==> src/rtl/scc_pkg.sv <==
// Types and constants shared by the system control coprocessor files.
package scc_pkg;

    // Function groups selected by the primary register number.
    localparam logic [3:0] GRP_ID      = 4'd0;
    localparam logic [3:0] GRP_CONTROL = 4'd1;
    localparam logic [3:0] GRP_TBASE   = 4'd2;
    localparam logic [3:0] GRP_DOMAIN  = 4'd3;
    localparam logic [3:0] GRP_FSR     = 4'd5;
    localparam logic [3:0] GRP_FAR     = 4'd6;
    localparam logic [3:0] GRP_CACHE   = 4'd7;
    localparam logic [3:0] GRP_TLB     = 4'd8;
    localparam logic [3:0] GRP_LOCK_C  = 4'd9;
    localparam logic [3:0] GRP_LOCK_T  = 4'd10;
    localparam logic [3:0] GRP_PERM    = 4'd15;

    // Secondary register numbers of interest.
    localparam logic [3:0] CRM_ZERO    = 4'd0;
    localparam logic [3:0] CRM_PERM    = 4'd1;
    localparam logic [3:0] CRM_ICACHE  = 4'd5;
    localparam logic [3:0] CRM_IDCACHE = 4'd7;

    // Register variants / operations in opcode_two.
    localparam logic [2:0] VAR_FIRST   = 3'd0;
    localparam logic [2:0] VAR_SECOND  = 3'd1;
    localparam logic [2:0] VAR_THIRD   = 3'd2;

    localparam logic [2:0] OPC1_ZERO   = 3'd0;

    localparam logic ACT_ACCESS = 1'b0;
    localparam logic ACT_FAULT  = 1'b1;

    // Instruction cache command codes.
    localparam logic [1:0] ICOP_NONE = 2'd0;
    localparam logic [1:0] ICOP_ALL  = 2'd1;
    localparam logic [1:0] ICOP_LINE = 2'd2;

    localparam logic [31:0] ID_MAIN    = 32'h69052D06;
    localparam logic [31:0] ID_CACHE   = 32'h0B16A16A;
    localparam logic [31:0] CTL_BAD    = 32'h000084F0;
    localparam logic [31:0] CTL_V      = 32'h00002000;
    localparam logic [31:0] CTL_R      = 32'h00000200;
    localparam logic [31:0] CTL_S      = 32'h00000100;
    localparam logic [31:0] CTL_M      = 32'h00000001;
    localparam logic [31:0] CTL_APPLY  = CTL_V | CTL_R | CTL_S | CTL_M;
    localparam logic [31:0] CTL_RESET  = 32'h00004072;
    localparam int          PERM_W     = 14;
    localparam logic [PERM_W-1:0] PERM_MASK = 14'h3FFF;

    typedef struct packed {
        logic        action;
        logic        is_read;
        logic        two_form;
        logic [2:0]  opcode_one;
        logic [3:0]  primary_reg;
        logic [3:0]  secondary_reg;
        logic [2:0]  opcode_two;
        logic [3:0]  core_reg;
        logic [31:0] write_value;
        logic [7:0]  fault_code;
    } scc_cmd_t;

    typedef struct packed {
        logic        ok;
        logic [31:0] read_data;
        logic [3:0]  dest_reg;
        logic        write_back;
        logic        control_update;
        logic [31:0] control_now;
        logic        mmu_base_update;
        logic        mmu_on;
        logic [31:0] table_base;
        logic        tlb_flush;
        logic [1:0]  icache_op;
        logic        halted;
    } scc_rsp_t;

    typedef struct packed {
        logic [31:0]       control_word;
        logic [31:0]       aux_control;
        logic [31:0]       table_base;
        logic [31:0]       domain_access;
        logic [31:0]       fault_status;
        logic [31:0]       fault_address;
        logic [PERM_W-1:0] access_perm;
        logic              halt;
    } scc_state_t;

    localparam scc_state_t STATE_RESET = '{
        control_word:  CTL_RESET,
        aux_control:   32'd0,
        table_base:    32'd0,
        domain_access: 32'd0,
        fault_status:  32'd0,
        fault_address: 32'd0,
        access_perm:   '0,
        halt:          1'b0
    };

endpackage

==> src/rtl/scc_decode.sv <==
// Access decoder: result and next register state for one item.
module scc_decode
    import scc_pkg::*;
(
    input  scc_cmd_t   cmd,
    input  scc_state_t cur,
    output scc_state_t nxt,
    output scc_rsp_t   rsp
);

    logic [31:0] data;
    logic [31:0] diff;
    logic [31:0] applied;
    logic        ok;

    always_comb
    begin
        nxt     = cur;
        ok      = 1'b0;
        data    = 32'd0;
        diff    = cmd.write_value ^ cur.control_word;
        applied = diff & CTL_APPLY;
        rsp     = '0;

        if (cur.halt)
        begin
            ok = 1'b0;
        end
        else if (cmd.action == ACT_FAULT)
        begin
            nxt.fault_address = cmd.write_value;
            nxt.fault_status  = {24'd0, cmd.fault_code};
            ok = 1'b1;
        end
        else if (cmd.opcode_one == OPC1_ZERO && !cmd.two_form)
        begin
            case (cmd.primary_reg)
                GRP_ID:
                begin
                    if (cmd.is_read && cmd.secondary_reg == CRM_ZERO)
                    begin
                        if (cmd.opcode_two == VAR_FIRST)
                        begin
                            data = ID_MAIN;
                            ok   = 1'b1;
                        end
                        else if (cmd.opcode_two == VAR_SECOND)
                        begin
                            data = ID_CACHE;
                            ok   = 1'b1;
                        end
                    end
                end
                GRP_CONTROL:
                begin
                    if (cmd.opcode_two == VAR_FIRST)
                    begin
                        if (cmd.is_read)
                        begin
                            data = cur.control_word;
                            ok   = 1'b1;
                        end
                        else if ((diff & CTL_BAD) != 32'd0)
                        begin
                            // unsupported bit change: stop for good
                            nxt.halt = 1'b1;
                        end
                        else
                        begin
                            nxt.control_word   = cur.control_word ^ applied;
                            rsp.control_update = (applied != 32'd0);
                            if ((applied & CTL_M) != 32'd0)
                            begin
                                rsp.mmu_base_update = 1'b1;
                                rsp.mmu_on          = cmd.write_value[0];
                                rsp.table_base      = cmd.write_value[0] ?
                                                      cur.table_base : 32'd0;
                                rsp.tlb_flush       = 1'b1;
                            end
                            ok = 1'b1;
                        end
                    end
                    else if (cmd.opcode_two == VAR_SECOND)
                    begin
                        if (cmd.is_read)
                            data = cur.aux_control;
                        else
                            nxt.aux_control = cmd.write_value;
                        ok = 1'b1;
                    end
                end
                GRP_TBASE:
                begin
                    if (cmd.is_read)
                        data = cur.table_base;
                    else
                    begin
                        if ((cur.control_word & CTL_M) != 32'd0)
                        begin
                            rsp.mmu_base_update = 1'b1;
                            rsp.mmu_on          = 1'b1;
                            rsp.table_base      = cmd.write_value;
                            rsp.tlb_flush       = 1'b1;
                        end
                        nxt.table_base = cmd.write_value;
                    end
                    ok = 1'b1;
                end
                GRP_DOMAIN:
                begin
                    if (cmd.is_read)
                        data = cur.domain_access;
                    else
                        nxt.domain_access = cmd.write_value;
                    ok = 1'b1;
                end
                GRP_FSR:
                begin
                    if (cmd.is_read)
                        data = cur.fault_status;
                    else
                        nxt.fault_status = cmd.write_value;
                    ok = 1'b1;
                end
                GRP_FAR:
                begin
                    if (cmd.is_read)
                        data = cur.fault_address;
                    else
                        nxt.fault_address = cmd.write_value;
                    ok = 1'b1;
                end
                GRP_CACHE:
                begin
                    if (cmd.secondary_reg == CRM_ICACHE || cmd.secondary_reg == CRM_IDCACHE)
                    begin
                        if (cmd.opcode_two == VAR_FIRST || cmd.opcode_two == VAR_THIRD)
                            rsp.icache_op = ICOP_ALL;
                        else if (cmd.opcode_two == VAR_SECOND)
                            rsp.icache_op = ICOP_LINE;
                    end
                    ok = 1'b1;
                end
                GRP_TLB:
                begin
                    rsp.tlb_flush = 1'b1;
                    ok = 1'b1;
                end
                GRP_LOCK_C, GRP_LOCK_T:
                begin
                    ok = 1'b1;
                end
                GRP_PERM:
                begin
                    if (cmd.opcode_two == VAR_FIRST && cmd.secondary_reg == CRM_PERM)
                    begin
                        if (cmd.is_read)
                            data = {{(32-PERM_W){1'b0}}, cur.access_perm};
                        else
                            nxt.access_perm = cmd.write_value[PERM_W-1:0] & PERM_MASK;
                        ok = 1'b1;
                    end
                end
                default:
                begin
                    ok = 1'b0;
                end
            endcase
        end

        rsp.ok          = ok;
        rsp.read_data   = (ok && cmd.is_read && cmd.action == ACT_ACCESS) ? data : 32'd0;
        rsp.dest_reg    = cmd.core_reg;
        rsp.write_back  = ok && cmd.is_read && cmd.action == ACT_ACCESS;
        rsp.control_now = nxt.control_word;
        rsp.halted      = nxt.halt;
    end

endmodule

==> src/rtl/system_control_coprocessor.sv <==
// Top level of the system control coprocessor register-transfer block.
//
//   channel  dir  handshake             payload
//   -------  ---  --------------------  ----------------------------
//   cmd      in   cmd_valid/cmd_stall   scc_cmd_t (access or fault)
//   rsp      out  rsp_valid/rsp_stall   scc_rsp_t (status, data, cmds)
//
// One item per cycle sustained while rsp is not stalled; an accepted item
// passes the command register, then the result register. The register file
// is updated as an item moves from the command register into the result
// register, so each item sees the state left by the one before it.
// Reset clears both stages and loads the register file reset values.
// A stall on rsp holds the result; the command register then holds its item
// and cmd_stall rises until the result is taken.
module system_control_coprocessor
    import scc_pkg::*;
(
    input  logic     clk,
    input  logic     rst_n,
    input  logic     cmd_valid,
    output logic     cmd_stall,
    input  scc_cmd_t cmd,
    output logic     rsp_valid,
    input  logic     rsp_stall,
    output scc_rsp_t rsp
);

    logic       cmd_vld_reg;
    scc_cmd_t   cmd_reg;
    logic       rsp_vld_reg;
    scc_rsp_t   rsp_reg;
    scc_state_t state_reg;
    scc_state_t state_next;
    scc_rsp_t   rsp_next;
    logic       advance;

    // The result register can take a new item when empty or being drained.
    assign advance   = !rsp_vld_reg || !rsp_stall;
    assign cmd_stall = cmd_vld_reg && !advance;

    scc_decode u_decode (
        .cmd (cmd_reg),
        .cur (state_reg),
        .nxt (state_next),
        .rsp (rsp_next)
    );

    // Command register: load on accept, drop when moved on.
    always_ff @(posedge clk or negedge rst_n)
    begin
        if (!rst_n)
            cmd_vld_reg <= 1'b0;
        else if (!cmd_stall)
            cmd_vld_reg <= cmd_valid;
    end

    always_ff @(posedge clk)
    begin
        if (cmd_valid && !cmd_stall)
            cmd_reg <= cmd;
    end

    // Result register and register file advance together.
    always_ff @(posedge clk or negedge rst_n)
    begin
        if (!rst_n)
        begin
            rsp_vld_reg <= 1'b0;
            state_reg   <= STATE_RESET;
        end
        else if (advance)
        begin
            rsp_vld_reg <= cmd_vld_reg;
            if (cmd_vld_reg)
                state_reg <= state_next;
        end
    end

    always_ff @(posedge clk)
    begin
        if (advance && cmd_vld_reg)
            rsp_reg <= rsp_next;
    end

    assign rsp_valid = rsp_vld_reg;
    assign rsp       = rsp_reg;

endmodule

==> config.mk <==
export PLATFORM = sky130hd
export DESIGN_NAME = system_control_coprocessor
export DESIGN_NICKNAME = d
export VERILOG_FILES = /design/src/rtl/scc_pkg.sv /design/src/rtl/scc_decode.sv /design/src/rtl/system_control_coprocessor.sv
export SDC_FILE = /design/constraint.sdc
export NUM_CORES = 1
export LEC_CHECK = 0
export BUFFER_PORTS_ARGS = -buffer_cell sky130_fd_sc_hd__buf_2
export CAP_MARGIN = 20
export CELL_PAD_IN_SITES_DETAIL_PLACEMENT = 1
export CELL_PAD_IN_SITES_GLOBAL_PLACEMENT = 2
export CORE_MARGIN = 2
export CORE_UTILIZATION = 45
export CTS_CLUSTER_SIZE = 24
export DETAILED_ROUTE_END_ITERATION = 6
export HOLD_SLACK_MARGIN = 0.02
export PLACE_DENSITY_LB_ADDON = 0.1
export SKIP_CTS_REPAIR_TIMING = 1
export SLEW_MARGIN = 20
export SYNTH_ARGS = -nofsm -noshare
export SYNTH_HDL_FRONTEND = slang
export SYNTH_HIERARCHICAL = 1
export SYNTH_SLANG_ARGS = --single-unit
==> constraint.sdc <==
create_clock -name clk -period 3.9 [get_ports clk]
set_input_delay 0.195 -clock clk [delete_from_list [all_inputs] [get_ports clk]]
set_output_delay 0.195 -clock clk [all_outputs]
set_load 0.05 [all_outputs]
==> flow_metrics.env <==
export IMPL_grt_pass1_vias=12000
export IMPL_setup_viol=0
export IMPL_syn_inst=1341
export IMPL_final_nets=1571
export IMPL_clock_sinks=379
export IMPL_critical_path_class="reg2reg"
export IMPL_worstPathMaxFanout=32
export IMPL_critPathMaxStageDelay_ps=690
export IMPL_critPathBufInv=1
export IMPL_post_dp_cell_area_um2=19600
export IMPL_worst_r2r_path_depth=7
export IMPL_outcome="finished clean"
export IMPL_grt_pass1_wl_mm=75.7
export IMPL_syn_nets=1408
export IMPL_vdd_drop_max_mv=0.299
export IMPL_cp_cell_sequence="or4_1 > nor3_4 > nand2_4 > nor4_4 > buf_4 > mux2_2 > mux2_4"
export IMPL_port_buffers=175
export IMPL_drtAntennaViolNets=0
export IMPL_clockBufferDepth=3
export IMPL_finClkSkew_ps=22.5
export IMPL_fmax_mhz=332
export IMPL_post_route_period_util=0.773
export IMPL_yosys_warnings=6
export IMPL_power_per_cell_area_nw_per_um2=449
export IMPL_wl_per_cell_um=24.1
export IMPL_rows=74
export IMPL_initial_core_util=0.456
export IMPL_ctsHtreeMaxLevel=2
export IMPL_final_cell_area_um2=21500
export IMPL_power_leakage_nw=9.07
export IMPL_die_area_um2=43100
export IMPL_p_total_mw=9.64
export IMPL_synth_edf_count=170
export IMPL_die_y_um=208
export IMPL_area_delta_synth_final_pct=15.0
export IMPL_cp_arrival_ps=3460
export IMPL_postLayoutCoreUtil=0.525
export IMPL_worst_pin_slew_ps=1040
export IMPL_track_usage=0.229
export IMPL_io_pins=176
export IMPL_r2r_end="state_reg[128]$_DFFE_PN0P_"
export IMPL_syn_area_um2=18700
export IMPL_clk_pin_slew_ps=60
export IMPL_drt_iter0_markers=582
export IMPL_grt_overflow_total=0
export IMPL_cp_start_kind="register"
export IMPL_ys_seq_area_frac=0.554
export IMPL_core_area_um2=40900
export IMPL_crit_path_end_kind="register"
export IMPL_ys_ff_latch=379
export IMPL_r2r_setup_slack_ps=880
export IMPL_max_cap_violations=0
export IMPL_drive_gt1_frac=0.413
export IMPL_finalWorstPathRequiredPeriod_ps=3020
export IMPL_slew_violations=0
export IMPL_hold_viol_final=0
export IMPL_fp_dieW_um=208
export IMPL_drc=0
export IMPL_wl_mm=49.8
export IMPL_ys_flop_type="dfrtp_1"
export IMPL_critPathTopFamily="simple AND/OR/NAND/NOR gates"
export IMPL_setup_tns_ps=0
export IMPL_gp_congestion=0.764
export IMPL_relSlewSlack=0.305
export IMPL_insertion_delay_ps=570
export IMPL_slowest_stage="or4_1"
export IMPL_grt_start_max_net_pins=115
export IMPL_nFillCells=4061
export IMPL_cts_tree="yes"
export IMPL_cts_root_buf="clkbuf_16"
export IMPL_synth_distinct_cells=64
export IMPL_cts_inserted_buffers=42
export IMPL_crit_required_ps=4340
export IMPL_diodes=0
export IMPL_vias=11600
export IMPL_viasPerCell=5.60
export IMPL_dr_pass1_iters=5
export IMPL_r2r_start="cmd_reg[57]$_DFFE_PP_"
export IMPL_rsz0062_at_grt="false"
export IMPL_largest_register_ffs=207
export IMPL_min_path_type="in2async"
export IMPL_hpwl_mm=31.9
export IMPL_async_flop_share=0.551
export IMPL_syn_avg_cell_area_um2=13.9
export IMPL_antenna_found_initial=1
[logic make-up (layout without fill, tap and decap cells)]
group / after synthesis / in the layout / share of synthesized area
fa+ha+maj: 2 / 2 / 0.00134
xor+xnor: 9 / 9 / 0.00422
buf+inv: 177 / 373 / 0.0622
simple gates: 197 / 197 / 0.0499
compound gates: 217 / 217 / 0.0877
mux: 360 / 360 / 0.241
flops: 379 / 379 / 0.554
[area by class of cell]
type | instances | area, µm² | share of cell area
clock buffers | 71 | 1230 | 0.0573
well taps | 532 | 666 | 0.0310
inverters | 13 | 48.8 | 0.00227
clock inverters | 6 | 31.3 | 0.00146
repair buffers | 283 | 1960 | 0.0913
flip-flops and latches | 379 | 10300 | 0.482
multi-input cells | 785 | 7190 | 0.335
[power by group]
group          switching [mW]  leakage, nW  internal, mW
Sequential              0.253         4.48          4.50
Combinational           0.670         3.97         0.494
Clock                    1.59        0.612          2.14
[layer usage]
metal  wire, µm  part of all wire  vias up  GRT usage
li1           -                 -     5236          -
met4        907             0.018        0     0.0528
met1      24300              0.49     6061      0.341
met3       2230             0.045       58     0.0430
met2      22400              0.45      231      0.347
met5          0                 0        -          0
[layout by cell type (no fill, tap or decap), drive strengths merged, types with 3 or more instances in the layout]
cell type / count
dfrtp: 204
clkinv: 5
a211oi: 4
o22a: 8
and3: 4
and2: 9
nor4: 3
a22o: 49
nor2: 78
edfxtp: 170
dlygate4sd3: 65
nand3: 5
a221oi: 11
clkbuf: 71
buf: 218
inv: 14
a21o: 13
a2bb2oi: 8
mux2i: 7
a21oi: 25
a22oi: 60
o21ai: 3
nand2: 68
nor3: 11
xnor2: 3
nand2b: 3
xor2: 6
a31oi: 24
mux2: 353
dfstp: 5
[through the flow]
stage	instances	worst slack, ps	hold slack [ps]
final	2069	883	280
after floorplan	1341	1220	-101
after detailed placement	1927	871	366
after CTS	2004	848	-246
after global placement	1926	927	372
after global routing	2069	736	316
[how the worst max path moves through the flow]
stage                               start                    endpoint  depth (start not counted)
floorplan           rsp_valid$_DFFE_PN0P_        cmd_reg[0]$_DFFE_PP_                          2
global placement    cmd_reg[54]$_DFFE_PP_          rsp[106]$_DFFE_PP_                          7
detailed placement  cmd_reg[57]$_DFFE_PP_  state_reg[128]$_DFFE_PN0P_                          7
CTS                 cmd_reg[57]$_DFFE_PP_  state_reg[128]$_DFFE_PN0P_                          7
global route        cmd_reg[53]$_DFFE_PP_          rsp[107]$_DFFE_PP_                          6
finish              cmd_reg[57]$_DFFE_PP_  state_reg[128]$_DFFE_PN0P_                          7
[worst reg2reg max path: cells and delay by family, from the launching register on]
kind          cells  cell delay [ps]
mux               2              700
flops             1              360
simple gates      4             1350
buf+inv           1              500
[Yosys cell counts (10+ instances only)]
| cell type | n | area, µm² |
|---|---|---|
| buf_2 | 26 | 130 |
| a21o_1 | 13 | 97.6 |
| edfxtp_1 | 170 | 5100 |
| nand2_1 | 67 | 251 |
| a22o_1 | 49 | 429 |
| buf_4 | 75 | 563 |
| clkbuf_1 | 42 | 158 |
| a31oi_1 | 24 | 150 |
| a221oi_1 | 11 | 96.3 |
| buf_8 | 10 | 150 |
| a22oi_1 | 60 | 450 |
| nor2_1 | 77 | 289 |
| dfrtp_1 | 204 | 5100 |
| mux2_4 | 119 | 1790 |
| mux2_2 | 229 | 2580 |
| a21oi_1 | 25 | 125 |
| inv_1 | 13 | 48.8 |
Power figures use the tool's default switching activity.
